<file path="config.mk">
export PLATFORM = sky130hd
export DESIGN_NAME = modular_exponentiation
export DESIGN_NICKNAME = d
export VERILOG_FILES = /design/src/rtl/modexp_pkg.sv /design/src/rtl/modexp_mulmod.sv /design/src/rtl/modular_exponentiation.sv
export VERILOG_INCLUDE_DIRS = /design/src /design/src/rtl
export SDC_FILE = /design/constraint.sdc
export NUM_CORES = 1
export LEC_CHECK = 0
export BUFFER_PORTS_ARGS = -buffer_cell sky130_fd_sc_hd__buf_2
export CAP_MARGIN = 20
export CORE_ASPECT_RATIO = 1.5
export CORE_MARGIN = 2
export CORE_UTILIZATION = 34
export DETAILED_ROUTE_END_ITERATION = 8
export PLACE_DENSITY = 0.6
export SYNTH_ARGS = -nofsm -noshare
export SYNTH_HDL_FRONTEND = slang
export SYNTH_SLANG_ARGS = --single-unit
</file>
<file path="constraint.sdc">
create_clock -name clk_i -period 6.6 [get_ports clk_i]
set_clock_uncertainty 0.05 [all_clocks]
set_input_delay 1.98 -clock clk_i [delete_from_list [all_inputs] [get_ports clk_i]]
set_output_delay 1.98 -clock clk_i [all_outputs]
set_load 0.005 [all_outputs]
</file>
<file path="src/rtl/modular_exponentiation_macros.svh">
// Assertion macros for the modular exponentiation block.
// Used by the top level only; they expand to nothing when SYNTHESIS is defined.
`ifndef MODULAR_EXPONENTIATION_MACROS_SVH
`define MODULAR_EXPONENTIATION_MACROS_SVH

`ifndef SYNTHESIS
`define MODEXP_ASSERT(lbl, clk, rst_n, prop) \
  lbl: assert property (@(posedge clk) disable iff (!rst_n) (prop)) \
    else $error("modexp assertion failed");
`define MODEXP_ASSERT_IMPL(lbl, clk, rst_n, ante, cons) \
  lbl: assert property (@(posedge clk) disable iff (!rst_n) (ante) |-> (cons)) \
    else $error("modexp implication failed");
`else
`define MODEXP_ASSERT(lbl, clk, rst_n, prop)
`define MODEXP_ASSERT_IMPL(lbl, clk, rst_n, ante, cons)
`endif

`endif

</file>
<file path="src/rtl/modexp_pkg.sv">
// Shared types and constants of the modular exponentiation block.
// No dependencies; used by modexp_mulmod and modular_exponentiation.
package modexp_pkg;

  localparam int OPERAND_BITS = 63;
  localparam int CNT_W        = $clog2(OPERAND_BITS);

  typedef logic [OPERAND_BITS-1:0] operand_t;

  typedef enum logic [2:0] {
    ST_IDLE,
    ST_CHECK,
    ST_REDUCE,
    ST_NEXT,
    ST_ACC,
    ST_SQR,
    ST_OUT
  } modexp_state_e;

  // Status of the shared modular multiplier.
  typedef struct packed {
    logic run;
    logic done;
  } mm_status_t;

endpackage

</file>
<file path="src/rtl/modexp_mulmod.sv">
// Iterative modular multiplier: (x * y) mod m by shift-add-reduce, one
// modular add per cycle. Depends on modexp_pkg.
module modexp_mulmod import modexp_pkg::*; (
  input  logic       clk_i,
  input  logic       rst_ni,
  input  logic       start_i,
  input  operand_t   x_i,
  input  operand_t   y_i,
  input  operand_t   m_i,
  output operand_t   result_o,
  output mm_status_t status_o
);

  logic             run_q, run_d;
  logic             done_q, done_d;
  logic             add_q, add_d;
  logic [CNT_W-1:0] cnt_q, cnt_d;
  operand_t         x_q, x_d;
  operand_t         y_q, y_d;
  operand_t         acc_q, acc_d;

  // Shared modular adder: the operands are below m, so one subtract reduces.
  logic [OPERAND_BITS:0]   sum;
  logic [OPERAND_BITS+1:0] diff;
  operand_t                red;

  always_comb begin
    sum  = {1'b0, acc_q} + {1'b0, (add_q ? x_q : acc_q)};
    diff = {1'b0, sum} - {2'b00, m_i};
    red  = diff[OPERAND_BITS+1] ? sum[OPERAND_BITS-1:0] : diff[OPERAND_BITS-1:0];
  end

  always_comb begin
    run_d  = run_q;
    done_d = 1'b0;
    add_d  = add_q;
    cnt_d  = cnt_q;
    x_d    = x_q;
    y_d    = y_q;
    acc_d  = acc_q;
    if (start_i) begin
      run_d = 1'b1;
      add_d = 1'b0;
      cnt_d = CNT_W'(OPERAND_BITS - 1);
      x_d   = x_i;
      y_d   = y_i;
      acc_d = '0;
    end else if (run_q) begin
      acc_d = red;
      if (!add_q && y_q[OPERAND_BITS-1]) begin
        add_d = 1'b1;
      end else begin
        add_d = 1'b0;
        y_d   = {y_q[OPERAND_BITS-2:0], 1'b0};
        if (cnt_q == '0) begin
          run_d  = 1'b0;
          done_d = 1'b1;
        end else begin
          cnt_d = cnt_q - 1'b1;
        end
      end
    end
  end

  always_ff @(posedge clk_i or negedge rst_ni) begin
    if (!rst_ni) begin
      run_q  <= 1'b0;
      done_q <= 1'b0;
      add_q  <= 1'b0;
      cnt_q  <= '0;
    end else begin
      run_q  <= run_d;
      done_q <= done_d;
      add_q  <= add_d;
      cnt_q  <= cnt_d;
    end
  end

  always_ff @(posedge clk_i) begin
    x_q   <= x_d;
    y_q   <= y_d;
    acc_q <= acc_d;
  end

  assign result_o      = acc_q;
  assign status_o.run  = run_q;
  assign status_o.done = done_q;

endmodule

</file>
<file path="src/rtl/modular_exponentiation.sv">
// Modular exponentiation, right-to-left square-and-multiply over a shared
// shift-add-reduce multiplier. Each product takes 63 doublings plus one add per
// set multiplier bit. A zero exponent or a modulus of at most one needs no
// product; else the base is reduced, then up to 125 more products follow. One
// item at a time, taken the cycle after the last result is loaded. Reset: async,
// active low.
`include "modular_exponentiation_macros.svh"

module modular_exponentiation import modexp_pkg::*; (
  input  logic     clk_i,
  input  logic     rst_ni,
  input  logic     in_valid_i,
  output logic     in_stall_o,
  input  operand_t base_value_i,
  input  operand_t exponent_value_i,
  input  operand_t modulus_value_i,
  output logic     out_valid_o,
  input  logic     out_stall_i,
  output operand_t power_result_o
);

  modexp_state_e state_q, state_d;
  logic          out_valid_q, out_valid_d;
  operand_t      base_q, base_d;
  operand_t      exp_q, exp_d;
  operand_t      mod_q, mod_d;
  operand_t      acc_q, acc_d;
  operand_t      sq_q, sq_d;
  operand_t      power_q, power_d;

  logic       mm_start;
  operand_t   mm_x, mm_y, mm_result;
  mm_status_t mm_status;

  modexp_mulmod u_mulmod (
    .clk_i    (clk_i),
    .rst_ni   (rst_ni),
    .start_i  (mm_start),
    .x_i      (mm_x),
    .y_i      (mm_y),
    .m_i      (mod_q),
    .result_o (mm_result),
    .status_o (mm_status)
  );

  always_comb begin
    state_d     = state_q;
    out_valid_d = out_valid_q && out_stall_i;
    base_d      = base_q;
    exp_d       = exp_q;
    mod_d       = mod_q;
    acc_d       = acc_q;
    sq_d        = sq_q;
    power_d     = power_q;
    mm_start    = 1'b0;
    mm_x        = sq_q;
    mm_y        = sq_q;
    case (state_q)
      ST_IDLE: begin
        if (in_valid_i) begin
          base_d  = base_value_i;
          exp_d   = exponent_value_i;
          mod_d   = modulus_value_i;
          state_d = ST_CHECK;
        end
      end
      ST_CHECK: begin
        if (exp_q == '0) begin
          acc_d   = operand_t'(1);
          state_d = ST_OUT;
        end else if (mod_q <= operand_t'(1)) begin
          acc_d   = '0;
          state_d = ST_OUT;
        end else begin
          // Reducing the base is a product with one as multiplicand.
          mm_start = 1'b1;
          mm_x     = operand_t'(1);
          mm_y     = base_q;
          state_d  = ST_REDUCE;
        end
      end
      ST_REDUCE: begin
        if (mm_status.done) begin
          sq_d    = mm_result;
          acc_d   = operand_t'(1);
          state_d = ST_NEXT;
        end
      end
      ST_NEXT: begin
        mm_start = 1'b1;
        if (exp_q[0]) begin
          mm_y    = acc_q;
          state_d = ST_ACC;
        end else begin
          state_d = ST_SQR;
        end
      end
      ST_ACC: begin
        if (mm_status.done) begin
          acc_d = mm_result;
          if (exp_q[OPERAND_BITS-1:1] == '0) begin
            state_d = ST_OUT;
          end else begin
            mm_start = 1'b1;
            state_d  = ST_SQR;
          end
        end
      end
      ST_SQR: begin
        if (mm_status.done) begin
          sq_d    = mm_result;
          exp_d   = {1'b0, exp_q[OPERAND_BITS-1:1]};
          state_d = ST_NEXT;
        end
      end
      ST_OUT: begin
        if (!out_valid_q || !out_stall_i) begin
          power_d     = acc_q;
          out_valid_d = 1'b1;
          state_d     = ST_IDLE;
        end
      end
      default: begin
        state_d = ST_IDLE;
      end
    endcase
  end

  always_ff @(posedge clk_i or negedge rst_ni) begin
    if (!rst_ni) begin
      state_q     <= ST_IDLE;
      out_valid_q <= 1'b0;
    end else begin
      state_q     <= state_d;
      out_valid_q <= out_valid_d;
    end
  end

  always_ff @(posedge clk_i) begin
    base_q  <= base_d;
    exp_q   <= exp_d;
    mod_q   <= mod_d;
    acc_q   <= acc_d;
    sq_q    <= sq_d;
    power_q <= power_d;
  end

  assign in_stall_o     = (state_q != ST_IDLE);
  assign out_valid_o    = out_valid_q;
  assign power_result_o = power_q;

  `MODEXP_ASSERT_IMPL(a_start_when_free, clk_i, rst_ni, mm_start, !mm_status.run)
  `MODEXP_ASSERT_IMPL(a_done_when_waiting, clk_i, rst_ni, mm_status.done,
                      (state_q == ST_REDUCE || state_q == ST_ACC || state_q == ST_SQR))
  `MODEXP_ASSERT_IMPL(a_operands_reduced, clk_i, rst_ni,
                      (state_q == ST_NEXT || state_q == ST_ACC || state_q == ST_SQR),
                      (acc_q < mod_q && sq_q < mod_q))
  `MODEXP_ASSERT(a_accept_checks, clk_i, rst_ni,
                 (in_valid_i && !in_stall_o) |=> (state_q == ST_CHECK))

endmodule
</file>
==> results.toml <==
[synthesis]
post-synth-top-area-cell = "edfxtp_1"
syn_area_um2 = 31200
synth-main-ff-cell = "edfxtp_1"
synth_top_family_by_area = "compound AO/OA/AOI/OAI gates"
async_flop_share_pct = 2.241
synthXorXnorAreaFrac_pct = 3.425
synth.area.mux_share_pct = 6.404
yosysSeqAreaShare_pct = 53.59
synth_compound_area_share_pct = 16.72
synth.top_cells.by_area = "edfxtp_1, ha_1, mux2_2, dfxtp_1, a21oi_1"
yosysWarnings = 0
syn_avg_cell_area_um2 = 11.13
synth-edff-count = 504
syn-instance-count = 2803
synth_top_area_share_pct = 48.51
synth.distinct_cells = 79
synth_nets = 3125
ys_ff_latch = 580
synth_adder_area_share_pct = 5.221
synth_simple_gate_area_share_pct = 11.12

[power_and_ir_drop]
p_int_mw = 5.939
pwr-share-clk_pct = 46.5
p_per_area_nw_per_um2 = 200.3
p_leak_nw = 14.34
p_seq_share_pct = 52.7
total_power_mw = 7.476
ir_drop_mv = 0.2018
comb_power_share_pct = 0.8
sw_frac_of_total_pct = 20.56
switching_power_mw = 1.537

[final_layout]
n_fill_cell = 8789
nets = 3482
drive_gt1_share_pct = 24.04
stdcell_area_um2 = 37330
synthToLayoutAreaGrowth_pct = 19.63

[setup_path]
required_ns = 7.05
critPathLaunch = "u_mulmod.add_q$_DFFE_PN0P_"
critPathMaxStageDelay_ns = 0.42
cp_top_family = "compound AO/OA/AOI/OAI gates"
rrSetupSlack_ns = 0.21
cp_max_fo = 35
arrival_ns = 6.83
reg2reg_depth = 30
crit_buf_inv = 6
crit_path_top_delay_cell = "dfrtp_2"
endpoint_kind = "flip-flop"
cp-start-kind = "flip-flop"
r2r_end = "u_mulmod.result_o[10]$_SDFFE_PP0P_"
r2r_start = "u_mulmod.add_q$_DFFE_PN0P_"
worstSetupPathType = "reg -> reg"

[timing]
slew_violations = 0
relSlewSlack_pct = 37.45
min_period_over_period_pct = 96.75
tightestPinTransition_ns = 0.9382
min_period_ns = 6.386
final-setup-viol-count = 0
setup_ws_ns = 0.2142
final-hold-violation-count = 0
max_freq_mhz = 156.6

[floorplan]
start_util_pct = 34.15
die_h_um = 375.0
ios = 258
core_um2 = 91380
die_w_um = 251.3
dieArea_um2 = 94260
rows = 136

[global_routing]
gr-total-overflow = 0
grt_pass1_vias = 23325
grt_max_degree = 85
grtUsageTotal_pct = 19.08
antenna_found_initial = 23
grt_pass1_wl_um = 139200

[cts]
htreeDepth = 2
insertion_delay_ns = 0.65
cts_tree = "built"
ctsHoldBuffers = 0
cts.clk_slew.worst_paths_ns = 0.07
numCtsBuffers = 58
root_buffer = "clkbuf_16"
clkSinkCount = 580
cts_buffer_depth = 3

[drt]
drtAntennaViolNets = 0
vias = 23182
wire_per_inst_um = 20.91
vias_per_cell = 5.281
drcViolationCount = 0
drt_iter0_drc = 1573
drt-total-wl_um = 91810
dr.pass1.iters = 7

[min_path]
holdPathStages = 0
hold-path-endpoint = "power_result_o[12]$_DFFE_PP_"
holdCritPathClass = "reg -> reg"
hp-start = "acc_q[12]$_DFFE_PP_"

[run]
maxCapViolCount = 0

[placed_design]
dpl.hpwl_um = 67790
globalplace.congestion = 0.8917
place_area_um2 = 34950
numPortBuffers = 257
pre_cts_ws_ns = -0.07023

[outcome]
status = "complete, no violations"
worst max path at each step:
stage | to | slack, ns | depth (start not counted)
floorplan | u_mulmod.result_o[25]$_SDFFE_PP0P_ | 0.16 | 27
global placement | u_mulmod.result_o[62]$_SDFFE_PP0P_ | -0.08 | 31
detailed placement | u_mulmod.result_o[62]$_SDFFE_PP0P_ | -0.07 | 31
CTS | u_mulmod.result_o[62]$_SDFFE_PP0P_ | 0.07 | 31
global route | u_mulmod.result_o[62]$_SDFFE_PP0P_ | -0.05 | 31
finish | u_mulmod.result_o[10]$_SDFFE_PP0P_ | 0.21 | 30
power groups by stage:
stage               sequential [mW]  combinational [mW]  clock, mW
floorplan                      4.02            0.000344          0
global placement               4.02              0.0600          0
detailed placement             4.02              0.0612          0
CTS                            3.94              0.0619       3.57
global route                   3.94              0.0681       3.69
finish                         3.94              0.0603       3.48
through the flow:
step | hold WS [ns] | setup TNS [ns] | utilization, % | cells
2_1_floorplan | 0.3668 | 0 | - | 2803
3_3_place_gp | 0.3805 | -0.4711 | 38.25 | 4264
3_5_place_dp | 0.3857 | -0.3894 | 38.25 | 4264
4_1_cts | 0.4008 | 0 | 40.43 | 4371
5_1_grt | 0.4158 | -0.5887 | 40.83 | 4385
6_report | 0.4007 | 0 | 40.85 | 4390
what timing repair did:
action | in CTS | in global routing
gates cloned | 0 | 1
endpoints found under the setup margin | 17 | 63
setup buffers | 0 | 8
gates resized for setup | 2 | 66
pin swaps | 0 | 30
cells in the mapped netlist (23+ instances only):
cell type and n:
dfxtp_1 63, nor2b_1 63, o221ai_1 48, clkbuf_1 128, nand4_1 44, o21ai_0 178, edfxtp_1 504, a21o_1 76
a21oi_1 228, nand3_1 49, mux2_2 125, nor2_1 166, nand2_1 209, and2_1 69, o22a_1 50, inv_1 111
a211oi_1 36, ha_1 127, nor3_1 23, nor4_1 38, o21bai_1 25, xnor2_1 70, mux2i_1 59, xor2_1 52
cells in the final DEF (no fill, tap or decap), drive strengths merged, types with 13 or more instances in the layout:
| master | count |
|---|---|
| edfxtp | 504 |
| buf | 462 |
| a21oi | 230 |
| nand2 | 209 |
| o21ai | 183 |
| nor2 | 166 |
| ha | 127 |
| mux2 | 125 |
| inv | 115 |
| a21o | 76 |
| xnor2 | 70 |
| and2 | 69 |
| clkbuf | 66 |
| dfxtp | 63 |
| nor2b | 63 |
| mux2i | 59 |
| xor2 | 52 |
| o22a | 50 |
| nand3 | 49 |
| o221ai | 49 |
| nand4 | 44 |
| nor4 | 38 |
| a211oi | 38 |
| o21bai | 25 |
| clkinv | 25 |
| a31oi | 24 |
| nor3 | 24 |
| o211ai | 17 |
| nand2b | 17 |
| a222oi | 15 |
| o21a | 14 |
| and3 | 13 |
| dfrtp | 13 |
cells by family (layout without fill, tap and decap cells):
family | after synthesis | after routing
DFF | 580 | 580
adders and majority gates | 129 | 129
AOI/OAI and AO/OA | 795 | 795
buffers and inverters | 279 | 683
xor gates and xnor gates | 122 | 122
other | 0 | 10
muxes | 184 | 184
and+or+nand+nor | 714 | 714
final cells by class:
cell class                 count  area, µm²  share of cell area (%)
antenna                       10      25.02                 0.06704
clock buffer                  65       1499                   4.016
clock inverter                42      483.0                   1.294
inverter                     113      426.7                   1.143
multi-input combinational   1944      13750                   36.84
sequential                   580      16730                   44.81
tap                         1173       1468                   3.932
timing repair buffer         463       2945                   7.891
routing by layer:
layer	vias to the layer above	track usage, %	routed length, µm	part of all wire [%]
li1	11294	-	-	-
met1	11034	25.03	40020	44
met2	670	31.47	43170	47
met3	154	3.720	5389	5.9
met4	30	6.491	3045	3.3
met5	-	0	180	0.20
(Power assumes the default switching activity.)
